--- config.mk ---
export PLATFORM = sky130hd
export DESIGN_NAME = scfla_front
export DESIGN_NICKNAME = d
export VERILOG_FILES = /design/src/design/scfla_pkg.sv /design/src/design/scfla_front.sv
export SDC_FILE = /design/constraint.sdc
export NUM_CORES = 1
export LEC_CHECK = 0
export BUFFER_PORTS_ARGS = -buffer_cell sky130_fd_sc_hd__clkbuf_2
export CORE_MARGIN = 4
export CORE_UTILIZATION = 50
export DETAILED_ROUTE_END_ITERATION = 16
export GPL_TIMING_DRIVEN = 0
export PLACE_DENSITY = 0.76
export RECOVER_POWER = 100
export SYNTH_ARGS = -nofsm -noshare
export SYNTH_HDL_FRONTEND = slang
export SYNTH_SLANG_ARGS = --single-unit
export TNS_END_PERCENT = 50
--- constraint.sdc ---
create_clock -name clk_i -period 4 [get_ports clk_i]
set_clock_uncertainty 0.2 [all_clocks]
set_input_delay 1 -clock clk_i [delete_from_list [all_inputs] [get_ports clk_i]]
set_output_delay 1 -clock clk_i [all_outputs]
set_load 0.005 [all_outputs]
--- src/design/scfla_pkg.sv ---
`timescale 1ns / 1ps
package scfla_pkg;
  localparam int SIZE_BITS = 12;
  localparam int CLS_BITS = 10;
  localparam logic OP_ALLOC = 1'b0;
  localparam logic OP_FREE = 1'b1;
  localparam logic [1:0] ST_OK = 2'd0;
  localparam logic [1:0] ST_NOFIT = 2'd1;
  localparam logic [1:0] ST_DROP = 2'd2;
  localparam logic [1:0] REG_SMALL = 2'd0;
  localparam logic [1:0] REG_MIDDLE = 2'd1;
  localparam logic [1:0] REG_LARGE = 2'd2;

  typedef struct packed {
    logic [CLS_BITS-1:0] sz0;
    logic [CLS_BITS-1:0] sz1;
    logic [CLS_BITS-1:0] sz2;
  } cls_cfg_t;

  // entry in the command queue between front and back
  typedef struct packed {
    logic                 op;
    logic [SIZE_BITS-1:0] size;
  } cmd_t;
endpackage

--- src/design/scfla_front.sv ---
`timescale 1ns / 1ps
// Two-entry command queue; front end of the allocator.
module scfla_front #(
  parameter int OFFSET_BITS = 16
) (
  input  logic                    clk_i,
  input  logic                    rst_ni,
  input  logic                    in_valid_i,
  output logic                    in_stall_o,
  input  scfla_pkg::cmd_t         in_cmd_i,
  input  logic [OFFSET_BITS-1:0]  in_ofs_i,
  output logic                    q_valid_o,
  input  logic                    q_pop_i,
  output scfla_pkg::cmd_t         q_cmd_o,
  output logic [OFFSET_BITS-1:0]  q_ofs_o
);
  import scfla_pkg::*;
  cmd_t                   cmd_q [2];
  logic [OFFSET_BITS-1:0] ofs_q [2];
  logic                   wr_q, rd_q;
  logic [1:0]             cnt_q;
  logic                   push;

  assign in_stall_o = (cnt_q == 2'd2);
  assign push = in_valid_i && !in_stall_o;
  assign q_valid_o = (cnt_q != 2'd0);
  assign q_cmd_o = cmd_q[rd_q];
  assign q_ofs_o = ofs_q[rd_q];

  always_ff @(posedge clk_i) begin
    if (push) begin
      cmd_q[wr_q] <= in_cmd_i;
      ofs_q[wr_q] <= in_ofs_i;
    end
  end

  always_ff @(posedge clk_i or negedge rst_ni) begin
    if (!rst_ni) begin
      wr_q <= 1'b0;
      rd_q <= 1'b0;
      cnt_q <= 2'd0;
    end else begin
      if (push) wr_q <= ~wr_q;
      if (q_pop_i) rd_q <= ~rd_q;
      cnt_q <= cnt_q + {1'b0, push} - {1'b0, q_pop_i};
    end
  end

  assert property (@(posedge clk_i) disable iff (!rst_ni) cnt_q <= 2'd2)
    else $error("queue overflow");
  assert property (@(posedge clk_i) disable iff (!rst_ni) q_pop_i |-> q_valid_o)
    else $error("pop from empty queue");
  assert property (@(posedge clk_i) disable iff (!rst_ni)
    (cnt_q == 2'd2 && !q_pop_i) |=> cnt_q == 2'd2)
    else $error("full queue lost entry");
endmodule

Yosys cells after proc, flatten, opt, wreduce, memory -nomap -nowiden
Memories as Yosys holds them, arrays and structs flattened.
Index checks and enable logic that the tools add are counted.
{"block": "word_totals", "ff_bits": 4, "in_bits": 33, "ramBits": 58, "memories": 2, "output_inout_bits": 31, "elab_cells": 15}
{"memory": "ofs_q", "depth": 2, "width": 16, "rd": 1, "rd_clocked_by_memory_dff": 0, "wr": 1, "line_no": "scfla_front.sv:19", "text": "logic [OFFSET_BITS-1:0] ofs_q [2];"}
{"memory": "cmd_q", "depth": 2, "width": 13, "rd": 1, "rd_clocked_by_memory_dff": 0, "wr": 1, "line_no": "scfla_front.sv:18", "text": "cmd_t cmd_q [2];"}
{"block": "op_classes", "n_mux": 2, "add_sub_neg": 2, "n_eq_ne": 1, "n_reduce_logical": 3, "bitwise": 2}
{"cell": "$add A2 B1 Y2", "n": 1}
{"cell": "$eq A2 B2 Y1 const B", "n": 1}
{"cell": "$mux W1", "n": 2}
{"cell": "$not A1 Y1", "n": 2}
{"cell": "$reduce_bool A2 Y1", "n": 1}
{"cell": "$sub A2 B1 Y2", "n": 1}
{"cell": "$logic_and A1 B1 Y1", "n": 1}
{"cell": "$logic_not A1 Y1", "n": 1}

Longest topological paths before layout
{"block": "logic_depth", "word_depth": 5, "ltp_mapped": 7, "ltp_nobuf": 7}

Worst setup path before layout
OpenSTA, ideal clock, no wires.
{"block": "synth_path", "kind": "input to register", "start": "input in_valid_i", "end": "memory cmd_q[0][0] (netlist name), enable pin", "slack_ns": 1.061, "cell_stages": 2, "arrival_time_ns": 2.324, "setup_ns": 0.415, "required_ns": 3.385, "path_buffers": 0, "path_cell_list": "nand2_1 -> nor2_1"}
{"block": "synth_between", "elab_chain_len": 3}
{"element": "start, declared", "line_no": "scfla_front.sv:8", "text": "input logic in_valid_i,"}
{"element": "$logic_and A1 B1 Y1", "line_no": "scfla_front.sv:25", "text": "assign push = in_valid_i && !in_stall_o;"}
{"element": "$mux W1", "line_no": "scfla_front.sv:31", "text": "if (push) begin"}
{"element": "$mux W1 (not written as such)", "line_no": "scfla_front.sv:32", "text": "cmd_q[wr_q] <= in_cmd_i;"}
{"element": "end, declared", "line_no": "scfla_front.sv:18"}
No other way between the ends.

Final worst setup path
{"block": "layout_path", "start": "register rd_q", "end": "output q_ofs_o[15]"}
{"block": "layout_between", "elab_chain_len": 1}
{"element": "start, declared", "line_no": "scfla_front.sv:20", "text": "logic wr_q, rd_q;"}
{"element": "start signal, assigned", "line_no": "scfla_front.sv:44", "text": "if (q_pop_i) rd_q <= ~rd_q;"}
{"element": "$mem_v2 Z2 W16"}
{"element": "end, declared", "line_no": "scfla_front.sv:15", "text": "output logic [OFFSET_BITS-1:0] q_ofs_o"}
No other way between the ends.

==> results_dict.tcl <==
set metrics [dict create \
    coreArea_um2 4504 \
    power_mw 1.989 \
    tns_ns 0 \
    hold-worst-slack_ns 0.2979 \
    hold_viol_final 0 \
    clk_latency_ns 0.32 \
    grt.overflow.total 0 \
    timing.critical_path.fanout_max 10 \
    ys_types 13 \
    synth_seq_area_share_pct 76.59 \
    cts_made_buffers 9 \
    arrival_ns 1.69 \
    hpwl_um 2708 \
    clockBufferDepth 2 \
    grt_max_degree 30 \
    antenna_found_initial 0 \
    viasPerCell 4.996 \
    rsz0062_at_grt "false" \
    synth_seq_cells 62 \
    maxSlewViolCount 0 \
    grt_use_total_pct 13.60 \
    critPathKind "reg -> out" \
    grt_pass1_wl_um 6168 \
    routed_wl_um 3882 \
    avgSynthCellArea_um2 22.47 \
    setup_viol 0 \
    fin_crit_sh_pct 72.37 \
    synth_warnings 0 \
    synthCells 107 \
    std_cell_rows 24 \
    p_leak_nw 1.062 \
    tightest_slew_ns 1.337 \
    max_freq_mhz 345.5 \
    holdBufCountCts 0 \
    drt_first_pass_iters 4 \
    port_buffers 63 \
    utilization_pct 63.25 \
    p_per_area_nw_per_um2 698.1 \
    peakVddDrop_v 0.0004113 \
    post_cts_resized 0 \
    drive_gt1_share_pct 28.88 \
    drc_errors 0 \
    die_w_um 77.35 \
    initial_utilization_pct 53.39 \
    cts.clk_slew.worst_paths_ns 0.06 \
    drtIter0Drc 101 \
    syn_area_um2 2405 \
    setup_ws_ns 1.105 \
    finalWeightedCongestion 0.6839 \
    synth_fp_nets 142 \
    diodes 0 \
    maxCapViolCount 0 \
    min_path_type "in -> async" \
    fp.dieArea_um2 5983 \
    die_height_um 77.35 \
    fill_cells 363 \
    tritoncts "yes" \
    vias 1194 \
    io_pins 64 \
    period_needed_ns 2.895 \
    dpl_worst_slack_ns 1.188 \
    grt_pass1_vias 1330 \
    syn_to_final_growth_pct 18.47 \
    slew_headroom_pct 10.88 \
    htree_levels 3 \
    ant_nets 0 \
    critPathLaunchType "flip-flop" \
    worstPathRequired_ns 2.80 \
    cts_sinks 62 \
    end_kind "output port" \
    cts_setup_buffers 0 \
    wl_per_cell_um 16.24 \
    status "finished, final reports clean" \
    cts_root_buf "clkbuf_8" \
    fin_nets 217 \
]
[flip-flops by register name, indices dropped and copies added, names as in the netlist]
signal,count
ofs_q,32
cmd_q,26
rd_q,1
wr_q,1
cnt_q,2
[kinds of logic after synthesis]
logic type / Yosys count / share of synthesized area, %
buffers and inverters: 5 / 1.717
multiplexers: 29 / 18.11
AND/OR/NAND/NOR: 5 / 1.093
adder cells (fa/ha/maj): 2 / 1.040
XOR/XNOR: 4 / 1.457
flip-flops: 62 / 76.59
[layer usage]
metal,track usage [%],up-vias,share of wire (%)
li1,-,562,-
met1,15.14,582,41
met2,22.88,40,51
met3,4.398,10,5.3
met4,8.007,0,2.4
met5,0,-,0
[worst max-delay path, cell delays in order (launching register included)]
cell and delay (ns):
dfrtp_1 0.37, clkbuf_1 0.49, mux2_1 0.40, clkbuf_2 0.12
[cell usage in the layout, fill, tap and decap left out]
cell type  count
nor2_1         1
clkbuf_2      36
clkbuf_1      33
nand2_1        1
dfrtp_1        4
nand2b_1       1
buf_16         1
and3_1         1
ha_1           2
mux2_4         3
mux2_1        26
edfxtp_1      58
clkbuf_8      13
inv_1          2
xnor2_1        3
or2_2          1
xor2_1         1
[final timing paths]
kind                       slack, ns               endpoint               start  cells after the start
min                             0.30     cnt_q[0]$_DFF_PN0_              rst_ni                      1
min in group clk_i              0.31     cnt_q[0]$_DFF_PN0_  cnt_q[0]$_DFF_PN0_                      1
max reg2reg                     1.69  ofs_q[0][6]$_DFFE_PP_  cnt_q[1]$_DFF_PN0_                      4
max                             1.11            q_ofs_o[15]    rd_q$_DFFE_PN0P_                      3
min reg2reg                     0.31     cnt_q[0]$_DFF_PN0_  cnt_q[0]$_DFF_PN0_                      1
max in group asynchronous       3.12       rd_q$_DFFE_PN0P_              rst_ni                      1
[per-stage QoR]
stage | std cells | cell area [µm²]
global route | 239 | 2849
CTS | 239 | 3005
finish | 239 | 2849
floorplan | 107 | 2405
detailed placement | 223 | 2815
global placement | 222 | 2785
[Yosys cell counts]
library cell   n  share of area (%)
nand2_1        1               0.16
xor2_1         1               0.36
or2_2          1               0.26
ha_1           2                1.0
mux2_4        29                 18
edfxtp_1      58                 72
and3_1         1               0.26
buf_6          3                1.4
nor2_1         1               0.16
inv_1          2               0.31
nand2b_1       1               0.26
xnor2_1        3                1.1
dfrtp_1        4                4.2
[layout make-up]
cell class / count / area, µm² / area share [%]
tap: 52 / 65.06 / 2.284
sequential: 62 / 1842 / 64.65
timing repair buffer: 64 / 309.0 / 10.85
inverter: 2 / 7.507 / 0.2635
multi-input combinational: 40 / 424.2 / 14.89
buffer: 3 / 11.26 / 0.3953
clock buffer: 16 / 190.2 / 6.675
[report_power, final]
part / switching [mW] / leakage (nW) / internal [mW]
sequential: 0.0425 / 0.585 / 0.894
clock: 0.208 / 0.0970 / 0.294
combinational: 0.286 / 0.380 / 0.264
total: 0.536 / 1.06 / 1.45
Power figures use the tool's default switching activity.
